### src/hdl/dlsq_pkg.sv
// Shared types and constants for the delta-list sleep queue.
// No dependencies; compile first.
`default_nettype none

package dlsq_pkg;

    localparam int IdW        = 8;
    localparam int DurW       = 32;
    localparam int KindW      = 2;
    localparam int MaxResults = 16;
    localparam int WokenW     = 5;

    localparam logic CmdSleep = 1'b0;
    localparam logic CmdTick  = 1'b1;

    localparam logic [KindW-1:0] KindAccepted = 2'd0;
    localparam logic [KindW-1:0] KindRejected = 2'd1;
    localparam logic [KindW-1:0] KindWoken    = 2'd2;
    localparam logic [KindW-1:0] KindNone     = 2'd3;

    typedef enum logic [1:0] {
        RD_NONE,
        RD_POS,
        RD_SHIFT,
        RD_HEAD
    } t_rd_sel;

    typedef enum logic [2:0] {
        WR_NONE,
        WR_REDUCE,
        WR_SHIFT,
        WR_INSERT,
        WR_TICK
    } t_wr_sel;

    typedef struct packed {
        logic             load;
        logic             walk_step;
        logic             idx_load;
        logic             idx_dec;
        logic             push;
        logic             pop;
        logic             emit;
        logic             emit_last;
        logic [KindW-1:0] emit_kind;
        t_rd_sel          rd;
        t_wr_sel          wr;
    } t_dp_cmd;

    typedef struct packed {
        logic full;
        logic empty;
        logic pos_at_end;
        logic idx_at_pos;
        logic delta_ge;
        logic delta_zero;
        logic dec_zero;
        logic woken_max;
        logic out_free;
    } t_dp_status;

    typedef enum logic [9:0] {
        S_IDLE      = 10'b00_0000_0001,
        S_WALK_RD   = 10'b00_0000_0010,
        S_WALK_CMP  = 10'b00_0000_0100,
        S_SHIFT_RD  = 10'b00_0000_1000,
        S_SHIFT_WR  = 10'b00_0001_0000,
        S_TICK_RD   = 10'b00_0010_0000,
        S_TICK_CHK  = 10'b00_0100_0000,
        S_WAKE_NEXT = 10'b00_1000_0000,
        S_WAKE_CHK  = 10'b01_0000_0000,
        S_EMIT      = 10'b10_0000_0000
    } t_state;

endpackage

`default_nettype wire

### src/hdl/dlsq_in_if.sv
// Command channel interface: valid/ready handshake with sleep/tick payload.
// Depends on dlsq_pkg.
`default_nettype none

interface dlsq_in_if;
    import dlsq_pkg::*;

    logic            valid;
    logic            ready;
    logic            command;
    logic [IdW-1:0]  thread_id;
    logic [DurW-1:0] duration;

    modport source (output valid, command, thread_id, duration, input ready);
    modport sink   (input valid, command, thread_id, duration, output ready);
endinterface

`default_nettype wire

### src/hdl/dlsq_out_if.sv
// Result channel interface: valid/ready handshake with wake/status payload.
// Depends on dlsq_pkg.
`default_nettype none

interface dlsq_out_if;
    import dlsq_pkg::*;

    logic             valid;
    logic             ready;
    logic [KindW-1:0] kind;
    logic [IdW-1:0]   woken_thread;
    logic             last;

    modport source (output valid, kind, woken_thread, last, input ready);
    modport sink   (input valid, kind, woken_thread, last, output ready);
endinterface

`default_nettype wire

### src/hdl/dlsq_dp.sv
// Datapath: circular queue memories, walk/shift registers and result register.
// Depends on dlsq_pkg; driven by dlsq_ctrl through t_dp_cmd.
`default_nettype none

module dlsq_dp #(
    parameter int QUEUE_DEPTH    = 16,
    parameter int THREAD_ID_BITS = 8
) (
    input  logic                          i_clk,
    input  logic                          i_rst_n,
    input  dlsq_pkg::t_dp_cmd             i_cmd,
    output dlsq_pkg::t_dp_status          o_status,
    input  logic [dlsq_pkg::IdW-1:0]      i_thread_id,
    input  logic [dlsq_pkg::DurW-1:0]     i_duration,
    input  logic                          i_out_ready,
    output logic                          o_out_valid,
    output logic [dlsq_pkg::KindW-1:0]    o_kind,
    output logic [dlsq_pkg::IdW-1:0]      o_woken_thread,
    output logic                          o_last
);
    import dlsq_pkg::*;

    localparam int AW   = $clog2(QUEUE_DEPTH);
    localparam int CW   = $clog2(QUEUE_DEPTH + 1);
    localparam int SW   = CW + 1;
    localparam int TidW = (THREAD_ID_BITS < IdW) ? THREAD_ID_BITS : IdW;

    logic [DurW-1:0] r_mem_delta [QUEUE_DEPTH];
    logic [TidW-1:0] r_mem_tid   [QUEUE_DEPTH];

    logic [AW-1:0]     r_head;
    logic [CW-1:0]     r_count;
    logic [CW-1:0]     r_pos;
    logic [CW-1:0]     r_idx;
    logic [WokenW-1:0] r_woken;
    logic [DurW-1:0]   r_rem;
    logic [TidW-1:0]   r_tid;
    logic [TidW-1:0]   r_cur_tid;
    logic [DurW-1:0]   r_rd_delta;
    logic [TidW-1:0]   r_rd_tid;
    logic              r_out_valid;
    logic [KindW-1:0]  r_out_kind;
    logic              r_out_last;
    logic [TidW-1:0]   r_out_tid;

    logic [AW-1:0]   rd_addr;
    logic            rd_en;
    logic [AW-1:0]   wr_addr;
    logic            wr_en;
    logic [DurW-1:0] wr_delta;
    logic [TidW-1:0] wr_tid;

    function automatic logic [AW-1:0] f_phys(input logic [AW-1:0] head,
                                             input logic [CW-1:0] offs);
        logic [SW-1:0] sum;
        sum = SW'(head) + SW'(offs);
        if (sum >= SW'(QUEUE_DEPTH)) begin
            sum = sum - SW'(QUEUE_DEPTH);
        end
        return sum[AW-1:0];
    endfunction

    always_comb begin
        rd_en   = 1'b1;
        rd_addr = r_head;
        unique case (i_cmd.rd)
            RD_POS:   rd_addr = f_phys(r_head, r_pos);
            RD_SHIFT: rd_addr = f_phys(r_head, r_idx - CW'(1));
            RD_HEAD:  rd_addr = r_head;
            RD_NONE:  rd_en   = 1'b0;
            default:  rd_en   = 1'b0;
        endcase
    end

    always_comb begin
        wr_en    = 1'b1;
        wr_addr  = r_head;
        wr_delta = r_rd_delta;
        wr_tid   = r_rd_tid;
        unique case (i_cmd.wr)
            WR_REDUCE: begin
                wr_addr  = f_phys(r_head, r_pos);
                wr_delta = r_rd_delta - r_rem;
            end
            WR_SHIFT: begin
                wr_addr = f_phys(r_head, r_idx);
            end
            WR_INSERT: begin
                wr_addr  = f_phys(r_head, r_pos);
                wr_delta = r_rem;
                wr_tid   = r_tid;
            end
            WR_TICK: begin
                wr_delta = r_rd_delta - DurW'(1);
            end
            WR_NONE: wr_en = 1'b0;
            default: wr_en = 1'b0;
        endcase
    end

    always_ff @(posedge i_clk) begin
        if (wr_en) begin
            r_mem_delta[wr_addr] <= wr_delta;
            r_mem_tid[wr_addr]   <= wr_tid;
        end
        if (rd_en) begin
            r_rd_delta <= r_mem_delta[rd_addr];
            r_rd_tid   <= r_mem_tid[rd_addr];
        end
    end

    always_ff @(posedge i_clk) begin
        if (!i_rst_n) begin
            r_head  <= '0;
            r_count <= '0;
            r_pos   <= '0;
            r_idx   <= '0;
            r_woken <= '0;
        end else begin
            if (i_cmd.load) begin
                r_pos   <= '0;
                r_woken <= '0;
            end else if (i_cmd.walk_step) begin
                r_pos <= r_pos + CW'(1);
            end
            if (i_cmd.idx_load) begin
                r_idx <= r_count;
            end else if (i_cmd.idx_dec) begin
                r_idx <= r_idx - CW'(1);
            end
            if (i_cmd.push) begin
                r_count <= r_count + CW'(1);
            end else if (i_cmd.pop) begin
                r_count <= r_count - CW'(1);
                r_head  <= f_phys(r_head, CW'(1));
                r_woken <= r_woken + WokenW'(1);
            end
        end
    end

    always_ff @(posedge i_clk) begin
        if (i_cmd.load) begin
            r_tid <= i_thread_id[TidW-1:0];
            r_rem <= i_duration;
        end else if (i_cmd.walk_step) begin
            r_rem <= r_rem - r_rd_delta;
        end
        if (i_cmd.pop) begin
            r_cur_tid <= r_rd_tid;
        end
    end

    always_ff @(posedge i_clk) begin
        if (!i_rst_n) begin
            r_out_valid <= 1'b0;
        end else if (i_cmd.emit) begin
            r_out_valid <= 1'b1;
        end else if (i_out_ready) begin
            r_out_valid <= 1'b0;
        end
    end

    always_ff @(posedge i_clk) begin
        if (i_cmd.emit) begin
            r_out_kind <= i_cmd.emit_kind;
            r_out_last <= i_cmd.emit_last;
            r_out_tid  <= r_cur_tid;
        end
    end

    assign o_out_valid    = r_out_valid;
    assign o_kind         = r_out_kind;
    assign o_last         = r_out_last;
    assign o_woken_thread = (r_out_kind == KindWoken) ? IdW'(r_out_tid) : '0;

    assign o_status.full       = (r_count == CW'(QUEUE_DEPTH));
    assign o_status.empty      = (r_count == '0);
    assign o_status.pos_at_end = (r_pos == r_count);
    assign o_status.idx_at_pos = (r_idx == r_pos);
    assign o_status.delta_ge   = (r_rd_delta >= r_rem);
    assign o_status.delta_zero = (r_rd_delta == '0);
    assign o_status.dec_zero   = (r_rd_delta <= DurW'(1));
    assign o_status.woken_max  = (r_woken == WokenW'(MaxResults));
    assign o_status.out_free   = !r_out_valid || i_out_ready;

`ifndef NO_ASSERTIONS
    a_count_bound: assert property (@(posedge i_clk) disable iff (!i_rst_n)
        r_count <= CW'(QUEUE_DEPTH))
        else $error("entry count above depth");
    a_push_not_full: assert property (@(posedge i_clk) disable iff (!i_rst_n)
        i_cmd.push |-> !o_status.full)
        else $error("insert into full queue");
    a_pop_not_empty: assert property (@(posedge i_clk) disable iff (!i_rst_n)
        i_cmd.pop |-> !o_status.empty)
        else $error("wake from empty queue");
    a_pop_limit: assert property (@(posedge i_clk) disable iff (!i_rst_n)
        i_cmd.pop |-> !o_status.woken_max)
        else $error("too many wakeups on one tick");
    a_emit_free: assert property (@(posedge i_clk) disable iff (!i_rst_n)
        i_cmd.emit |-> o_status.out_free)
        else $error("result overwritten before transaction");
`endif

endmodule

`default_nettype wire

### src/hdl/dlsq_ctrl.sv
// Controller state machine: sequences walk, shift, insert, tick and wake steps.
// Depends on dlsq_pkg; commands dlsq_dp through t_dp_cmd.
`default_nettype none

module dlsq_ctrl (
    input  logic                 i_clk,
    input  logic                 i_rst_n,
    input  logic                 i_in_valid,
    input  logic                 i_in_command,
    input  dlsq_pkg::t_dp_status i_status,
    output logic                 o_in_ready,
    output dlsq_pkg::t_dp_cmd    o_cmd
);
    import dlsq_pkg::*;

    t_state           r_state;
    t_state           n_state;
    logic [KindW-1:0] r_kind;
    logic [KindW-1:0] n_kind;

    always_comb begin
        n_state          = r_state;
        n_kind           = r_kind;
        o_in_ready       = 1'b0;
        o_cmd            = '0;
        o_cmd.rd         = RD_NONE;
        o_cmd.wr         = WR_NONE;
        o_cmd.emit_kind  = KindNone;
        unique case (r_state)
            S_IDLE: begin
                o_in_ready = 1'b1;
                if (i_in_valid) begin
                    o_cmd.load = 1'b1;
                    if (i_in_command == CmdSleep) begin
                        if (i_status.full) begin
                            n_kind  = KindRejected;
                            n_state = S_EMIT;
                        end else begin
                            n_state = S_WALK_RD;
                        end
                    end else if (i_status.empty) begin
                        n_kind  = KindNone;
                        n_state = S_EMIT;
                    end else begin
                        n_state = S_TICK_RD;
                    end
                end
            end
            S_WALK_RD: begin
                if (i_status.pos_at_end) begin
                    o_cmd.idx_load = 1'b1;
                    n_state        = S_SHIFT_RD;
                end else begin
                    o_cmd.rd = RD_POS;
                    n_state  = S_WALK_CMP;
                end
            end
            S_WALK_CMP: begin
                if (i_status.delta_ge) begin
                    o_cmd.wr       = WR_REDUCE;
                    o_cmd.idx_load = 1'b1;
                    n_state        = S_SHIFT_RD;
                end else begin
                    o_cmd.walk_step = 1'b1;
                    n_state         = S_WALK_RD;
                end
            end
            S_SHIFT_RD: begin
                if (i_status.idx_at_pos) begin
                    o_cmd.wr   = WR_INSERT;
                    o_cmd.push = 1'b1;
                    n_kind     = KindAccepted;
                    n_state    = S_EMIT;
                end else begin
                    o_cmd.rd = RD_SHIFT;
                    n_state  = S_SHIFT_WR;
                end
            end
            S_SHIFT_WR: begin
                o_cmd.wr      = WR_SHIFT;
                o_cmd.idx_dec = 1'b1;
                n_state       = S_SHIFT_RD;
            end
            S_TICK_RD: begin
                o_cmd.rd = RD_HEAD;
                n_state  = S_TICK_CHK;
            end
            S_TICK_CHK: begin
                if (i_status.dec_zero) begin
                    o_cmd.pop = 1'b1;
                    n_state   = S_WAKE_NEXT;
                end else begin
                    o_cmd.wr = WR_TICK;
                    n_kind   = KindNone;
                    n_state  = S_EMIT;
                end
            end
            S_WAKE_NEXT: begin
                if (i_status.empty || i_status.woken_max) begin
                    n_kind  = KindWoken;
                    n_state = S_EMIT;
                end else begin
                    o_cmd.rd = RD_HEAD;
                    n_state  = S_WAKE_CHK;
                end
            end
            S_WAKE_CHK: begin
                if (i_status.out_free) begin
                    o_cmd.emit      = 1'b1;
                    o_cmd.emit_kind = KindWoken;
                    if (i_status.delta_zero) begin
                        o_cmd.pop = 1'b1;
                        n_state   = S_WAKE_NEXT;
                    end else begin
                        o_cmd.emit_last = 1'b1;
                        n_state         = S_IDLE;
                    end
                end
            end
            S_EMIT: begin
                if (i_status.out_free) begin
                    o_cmd.emit      = 1'b1;
                    o_cmd.emit_kind = r_kind;
                    o_cmd.emit_last = 1'b1;
                    n_state         = S_IDLE;
                end
            end
            default: n_state = S_IDLE;
        endcase
    end

    always_ff @(posedge i_clk) begin
        if (!i_rst_n) begin
            r_state <= S_IDLE;
            r_kind  <= KindNone;
        end else begin
            r_state <= n_state;
            r_kind  <= n_kind;
        end
    end

endmodule

`default_nettype wire

### src/hdl/delta_list_sleep_queue.sv
// Top level of the delta-list sleep queue: controller plus datapath.
// Depends on dlsq_pkg, dlsq_in_if, dlsq_out_if, dlsq_ctrl and dlsq_dp.
//
//   port   dir  transaction
//   i_in   in   command (sleep/tick), thread_id, duration
//   o_out  out  kind, woken_thread, last (one or more per command)
//
// Sleep: walks the held entries to the insert point, shifts the later entries up one
// slot, then inserts; a sleep into a full queue is rejected without a walk.
// Tick: an empty queue reports none; otherwise the head delta is decremented or, at
// one or below, the head and each following zero-delta entry wake, up to MaxResults.
// Reset clears state, pointers, counters and the result valid; memories need no clearing pass.
// A stalled result holds the next emit; a new command is taken only in the idle state.
`default_nettype none

module delta_list_sleep_queue #(
    parameter int QUEUE_DEPTH    = 16,
    parameter int THREAD_ID_BITS = 8
) (
    input  logic        i_clk,
    input  logic        i_rst_n,
    dlsq_in_if.sink     i_in,
    dlsq_out_if.source  o_out
);
    import dlsq_pkg::*;

    t_dp_cmd    cmd;
    t_dp_status status;
    logic       in_ready;

    dlsq_ctrl u_ctrl (
        .i_clk        (i_clk),
        .i_rst_n      (i_rst_n),
        .i_in_valid   (i_in.valid),
        .i_in_command (i_in.command),
        .i_status     (status),
        .o_in_ready   (in_ready),
        .o_cmd        (cmd)
    );

    dlsq_dp #(
        .QUEUE_DEPTH    (QUEUE_DEPTH),
        .THREAD_ID_BITS (THREAD_ID_BITS)
    ) u_dp (
        .i_clk          (i_clk),
        .i_rst_n        (i_rst_n),
        .i_cmd          (cmd),
        .o_status       (status),
        .i_thread_id    (i_in.thread_id),
        .i_duration     (i_in.duration),
        .i_out_ready    (o_out.ready),
        .o_out_valid    (o_out.valid),
        .o_kind         (o_out.kind),
        .o_woken_thread (o_out.woken_thread),
        .o_last         (o_out.last)
    );

    assign i_in.ready = in_ready;

endmodule

`default_nettype wire
### src/flat_wrapper.sv
// flat-port wrapper written by rule: the top's interface ports become plain ports
module delta_list_sleep_queue_flat import dlsq_pkg::*;
#(
    parameter int QUEUE_DEPTH    = 16,
    parameter int THREAD_ID_BITS = 8
)
  (i_clk, i_rst_n, i_in_valid, i_in_command, i_in_thread_id, i_in_duration, i_in_ready, o_out_valid, o_out_kind, o_out_woken_thread, o_out_last, o_out_ready);
  dlsq_in_if i_in_i ();
  dlsq_out_if o_out_i ();
  input  logic i_clk;
  input  logic i_rst_n;
  input wire logic [$bits(i_in_i.valid)-1:0] i_in_valid;
  input wire logic [$bits(i_in_i.command)-1:0] i_in_command;
  input wire logic [$bits(i_in_i.thread_id)-1:0] i_in_thread_id;
  input wire logic [$bits(i_in_i.duration)-1:0] i_in_duration;
  output wire logic [$bits(i_in_i.ready)-1:0] i_in_ready;
  output wire logic [$bits(o_out_i.valid)-1:0] o_out_valid;
  output wire logic [$bits(o_out_i.kind)-1:0] o_out_kind;
  output wire logic [$bits(o_out_i.woken_thread)-1:0] o_out_woken_thread;
  output wire logic [$bits(o_out_i.last)-1:0] o_out_last;
  input wire logic [$bits(o_out_i.ready)-1:0] o_out_ready;
  assign i_in_i.valid = i_in_valid;
  assign i_in_i.command = i_in_command;
  assign i_in_i.thread_id = i_in_thread_id;
  assign i_in_i.duration = i_in_duration;
  assign i_in_ready = i_in_i.ready;
  assign o_out_valid = o_out_i.valid;
  assign o_out_kind = o_out_i.kind;
  assign o_out_woken_thread = o_out_i.woken_thread;
  assign o_out_last = o_out_i.last;
  assign o_out_i.ready = o_out_ready;
  delta_list_sleep_queue #(.QUEUE_DEPTH(QUEUE_DEPTH), .THREAD_ID_BITS(THREAD_ID_BITS)) u_core (.i_clk(i_clk), .i_rst_n(i_rst_n), .i_in(i_in_i), .o_out(o_out_i));
endmodule
### config.mk
export PLATFORM = sky130hd
export DESIGN_NAME = delta_list_sleep_queue_flat
export DESIGN_NICKNAME = d
export VERILOG_FILES = /design/src/hdl/dlsq_pkg.sv /design/src/hdl/dlsq_in_if.sv /design/src/hdl/dlsq_out_if.sv /design/src/hdl/dlsq_dp.sv /design/src/hdl/dlsq_ctrl.sv /design/src/hdl/delta_list_sleep_queue.sv /design/src/flat_wrapper.sv
export SDC_FILE = /design/constraint.sdc
export NUM_CORES = 1
export LEC_CHECK = 0
export ABC_AREA = 1
export BUFFER_PORTS_ARGS = -buffer_cell sky130_fd_sc_hd__buf_2
export CORE_ASPECT_RATIO = 1.4
export CORE_MARGIN = 3
export CORE_UTILIZATION = 40
export DETAILED_ROUTE_END_ITERATION = 10
export HOLD_SLACK_MARGIN = 0.12
export PLACE_DENSITY_LB_ADDON = 0.12
export SYNTH_ARGS = -nofsm -noshare
export SYNTH_HDL_FRONTEND = slang
export SYNTH_SLANG_ARGS = --single-unit
### constraint.sdc
create_clock -name i_clk -period 8.13 [get_ports i_clk]
set_clock_uncertainty 0.05 [all_clocks]
set_input_delay 1.626 -clock i_clk [delete_from_list [all_inputs] [get_ports i_clk]]
set_output_delay 1.626 -clock i_clk [all_outputs]
set_load 0.1 [all_outputs]
==> out/metrics.cfg <==
[run_status]
status=finished clean

[floorplanning]
io_pins=58
die_y_microns=365
die_area_sq_mm=0.0960
core_sq_mm=0.0913
row_count=131
die_x_microns=263
initial_core_util_pct=40.4

[worst_setup_path]
reg2regPathDepth=17
cp-end-kind=flip-flop
crit_arrival_ns=6.02
required_ns=8.42
rr_endpoint=u_core.u_dp.r_rd_delta[12]
r2r_start=u_core.u_ctrl.r_state[8]
critPathMaxFanout=146
crit_type=reg2reg
rrSetupSlack_ns=2.40
critPathLaunchType=flip-flop

[sta]
hold_viol_final=0
tns_ns=0
max_slew_margin_pct=8.74
min_period_ns=5.73
worst_pin_slew_ns=1.37
fin_ws_ns=2.40
period_share_pct=70.4
setup_viol=0
timing.fmax_mhz=175
finalMaxSlewViolations=0
rsz0062_at_grt=false

[final_layout]
fin_area_sq_mm=0.0410
fillCellCount=8516
instances_no_fill=4738
final_nets=3614
syn2layout_area_growth_pct=11.1
final_util_pct=44.9
diodes=0
drive_gt1_share_pct=9.86

[routing]
drtPass1Iterations=5
vias=26581
drc=0
drt_iter0_drc=2642
wl_microns=115000
postRouteAntennaNets=0
wl_per_cell_microns=24.4
viasPerCell=5.61

[placed_design]
pre_cts_ws_ns=2.54
place.gp.congestion=0.946
portBuffers=57
dp.cells=4591
hpwl_microns=70900
placed_area_sq_mm=0.0385

[clocking]
cts_resized=0
htree_levels=3
clkSinkCount=776
cts_tree=built
clockBufferDepth=3
cts_buffers=80
post-cts-setup-buffers=0
clk_pin_slew_ns=0.07
clock_latency_ns=0.67
hold_buffers=0
clock-root-buffer=clkbuf_16

[logic_synthesis]
ys.flop_type=edfxtp_1
syn_area_per_cell_sq_um=10.7
ys_top_cells_by_area=edfxtp_1 (60%), nor2_1 (6.0%), nand2_1 (5.0%), o21ai_0 (3.8%), ha_1 (2.9%)
syn_area_sq_mm=0.0369
seq_area_frac_synth_pct=62.1
synth.net_count=3589
async_flop_share_pct=0
synth_edf_count=739
synth_top_area_share_pct=60.1
yosysTopAreaCell=edfxtp_1
yosys_register_bits=776
synth.most_common_cell=edfxtp_1
netlist_instances=3453
synth_common_cells=edfxtp_1 (739), nor2_1 (594), nand2_1 (490)
ys_warn_count=0
synth.distinct_cells=61

[power_and_ir_drop]
vdd_drop_max_mv=0.124
power_leakage_nw=14.5
cellPowerDensity_mw_per_mm2=223

[global_route]
grt_overflow=0
first_global_vias=26312
grt_max_degree=162
antenna_found_initial=3
grt_pass1_wl_microns=170000
track_usage_pct=23.6

[job]
drv_cap=0

[hold_path]
min_to=u_core.u_dp.r_out_tid[3]
hold_start=u_core.u_dp.r_cur_tid[3]
min_path_cells=0
worstHoldPathType=reg2reg

[layout make-up]
type | count | area, sq um | area share [%]
flip-flops and latches | 776 | 22900 | 55.9
repair buffers | 108 | 668 | 1.63
multi-input cells | 2264 | 12500 | 30.4
clock inverters | 48 | 389 | 0.949
inverters | 248 | 950 | 2.32
well taps | 1197 | 1500 | 3.65
clock buffers | 97 | 2090 | 5.09
[worst max-delay path: stages (launching register included)]
cell     delay (ns)
dfxtp_1        0.36
nor2_4         0.17
inv_2          0.15
nor2_2         0.13
inv_2          0.06
nor3_1         0.35
inv_1          0.11
nand3_1        0.13
inv_1          0.07
ha_1           0.53
nand2_1        0.16
o22ai_4        0.11
buf_4          0.69
inv_8          0.49
buf_4          0.51
o31ai_1        0.35
o22ai_1        0.11
o21ai_0        0.74
[worst max path at each step]
stage | slack (ns) | from | endpoint
detailed placement | 2.54 | u_core.u_ctrl.r_state[8] | u_core.u_dp.r_rd_delta[3]
CTS | 2.54 | u_core.u_ctrl.r_state[6] | u_core.u_dp.r_rd_delta[3]
floorplan | 3.62 | u_core.u_dp.r_rd_delta[0] | u_core.u_dp.r_mem_delta[4][0]
global placement | 2.60 | u_core.u_ctrl.r_state[6] | u_core.u_dp.r_rd_delta[3]
finish | 2.40 | u_core.u_ctrl.r_state[8] | u_core.u_dp.r_rd_delta[12]
global route | 2.08 | u_core.u_ctrl.r_state[5] | u_core.u_dp.r_rd_delta[12]
[kinds of logic after synthesis]
logic type                 count (synthesis)  share of synthesized area (%)
AOI/OAI and AO/OA                        748                           12.5
adders and majority gates                 91                           3.21
DFF                                      776                           62.1
and+or+nand+nor                         1333                           15.4
xor gates and xnor gates                  92                           2.18
buffers and inverters                    413                           4.58
[routing by layer]
metal	share of wire (%)	vias up	track usage [%]
met5	0	-	0
met4	4.1	0	9.45
met3	4.8	214	3.03
met2	49	870	40.9
met1	42	13228	30.2
li1	-	12269	-
[placed cells by master (no fill, tap or decap), types with 54 or more instances in the layout]
cell type / Yosys / final
nand2_1: 490 / 490
clkbuf_16: 0 / 81
o21ai_0: 279 / 279
buf_2: 44 / 57
inv_1: 228 / 226
nand3_1: 83 / 83
edfxtp_1: 739 / 739
nor3_1: 55 / 54
a21oi_1: 167 / 167
o31ai_1: 71 / 71
nor2_1: 594 / 578
ha_1: 85 / 85
xor2_1: 67 / 67
[power breakdown]
group          switching, mW  internal, mW  total [mW]
sequential            0.0595          4.41        4.47
clock                   1.61          1.95        3.56
combinational          0.804         0.330        1.13
total                   2.47          6.69        9.16
[stage by stage]
stage	power [mW]	hold WS (ns)
2_1_floorplan	5.29	0.350
3_3_place_gp	5.68	0.369
3_5_place_dp	5.67	0.356
4_1_cts	9.23	0.380
5_1_grt	9.51	0.390
6_report	9.16	0.381
[registers in the layout, summed over array words and instances (netlist names), 4 cells and up]
name / flops
u_core.u_dp.r_mem_delta: 512
u_core.u_ctrl.r_state: 10
u_core.u_dp.r_mem_tid: 128
u_core.u_dp.r_head: 4
u_core.u_dp.r_woken: 5
u_core.u_dp.r_cur_tid: 8
u_core.u_dp.r_out_tid: 8
u_core.u_dp.r_rd_tid: 8
u_core.u_dp.r_tid: 8
u_core.u_dp.r_rd_delta: 32
u_core.u_dp.r_count: 5
u_core.u_dp.r_pos: 5
u_core.u_dp.r_rem: 32
u_core.u_dp.r_idx: 5
Note: power is estimated with default switching activity, not from simulation.
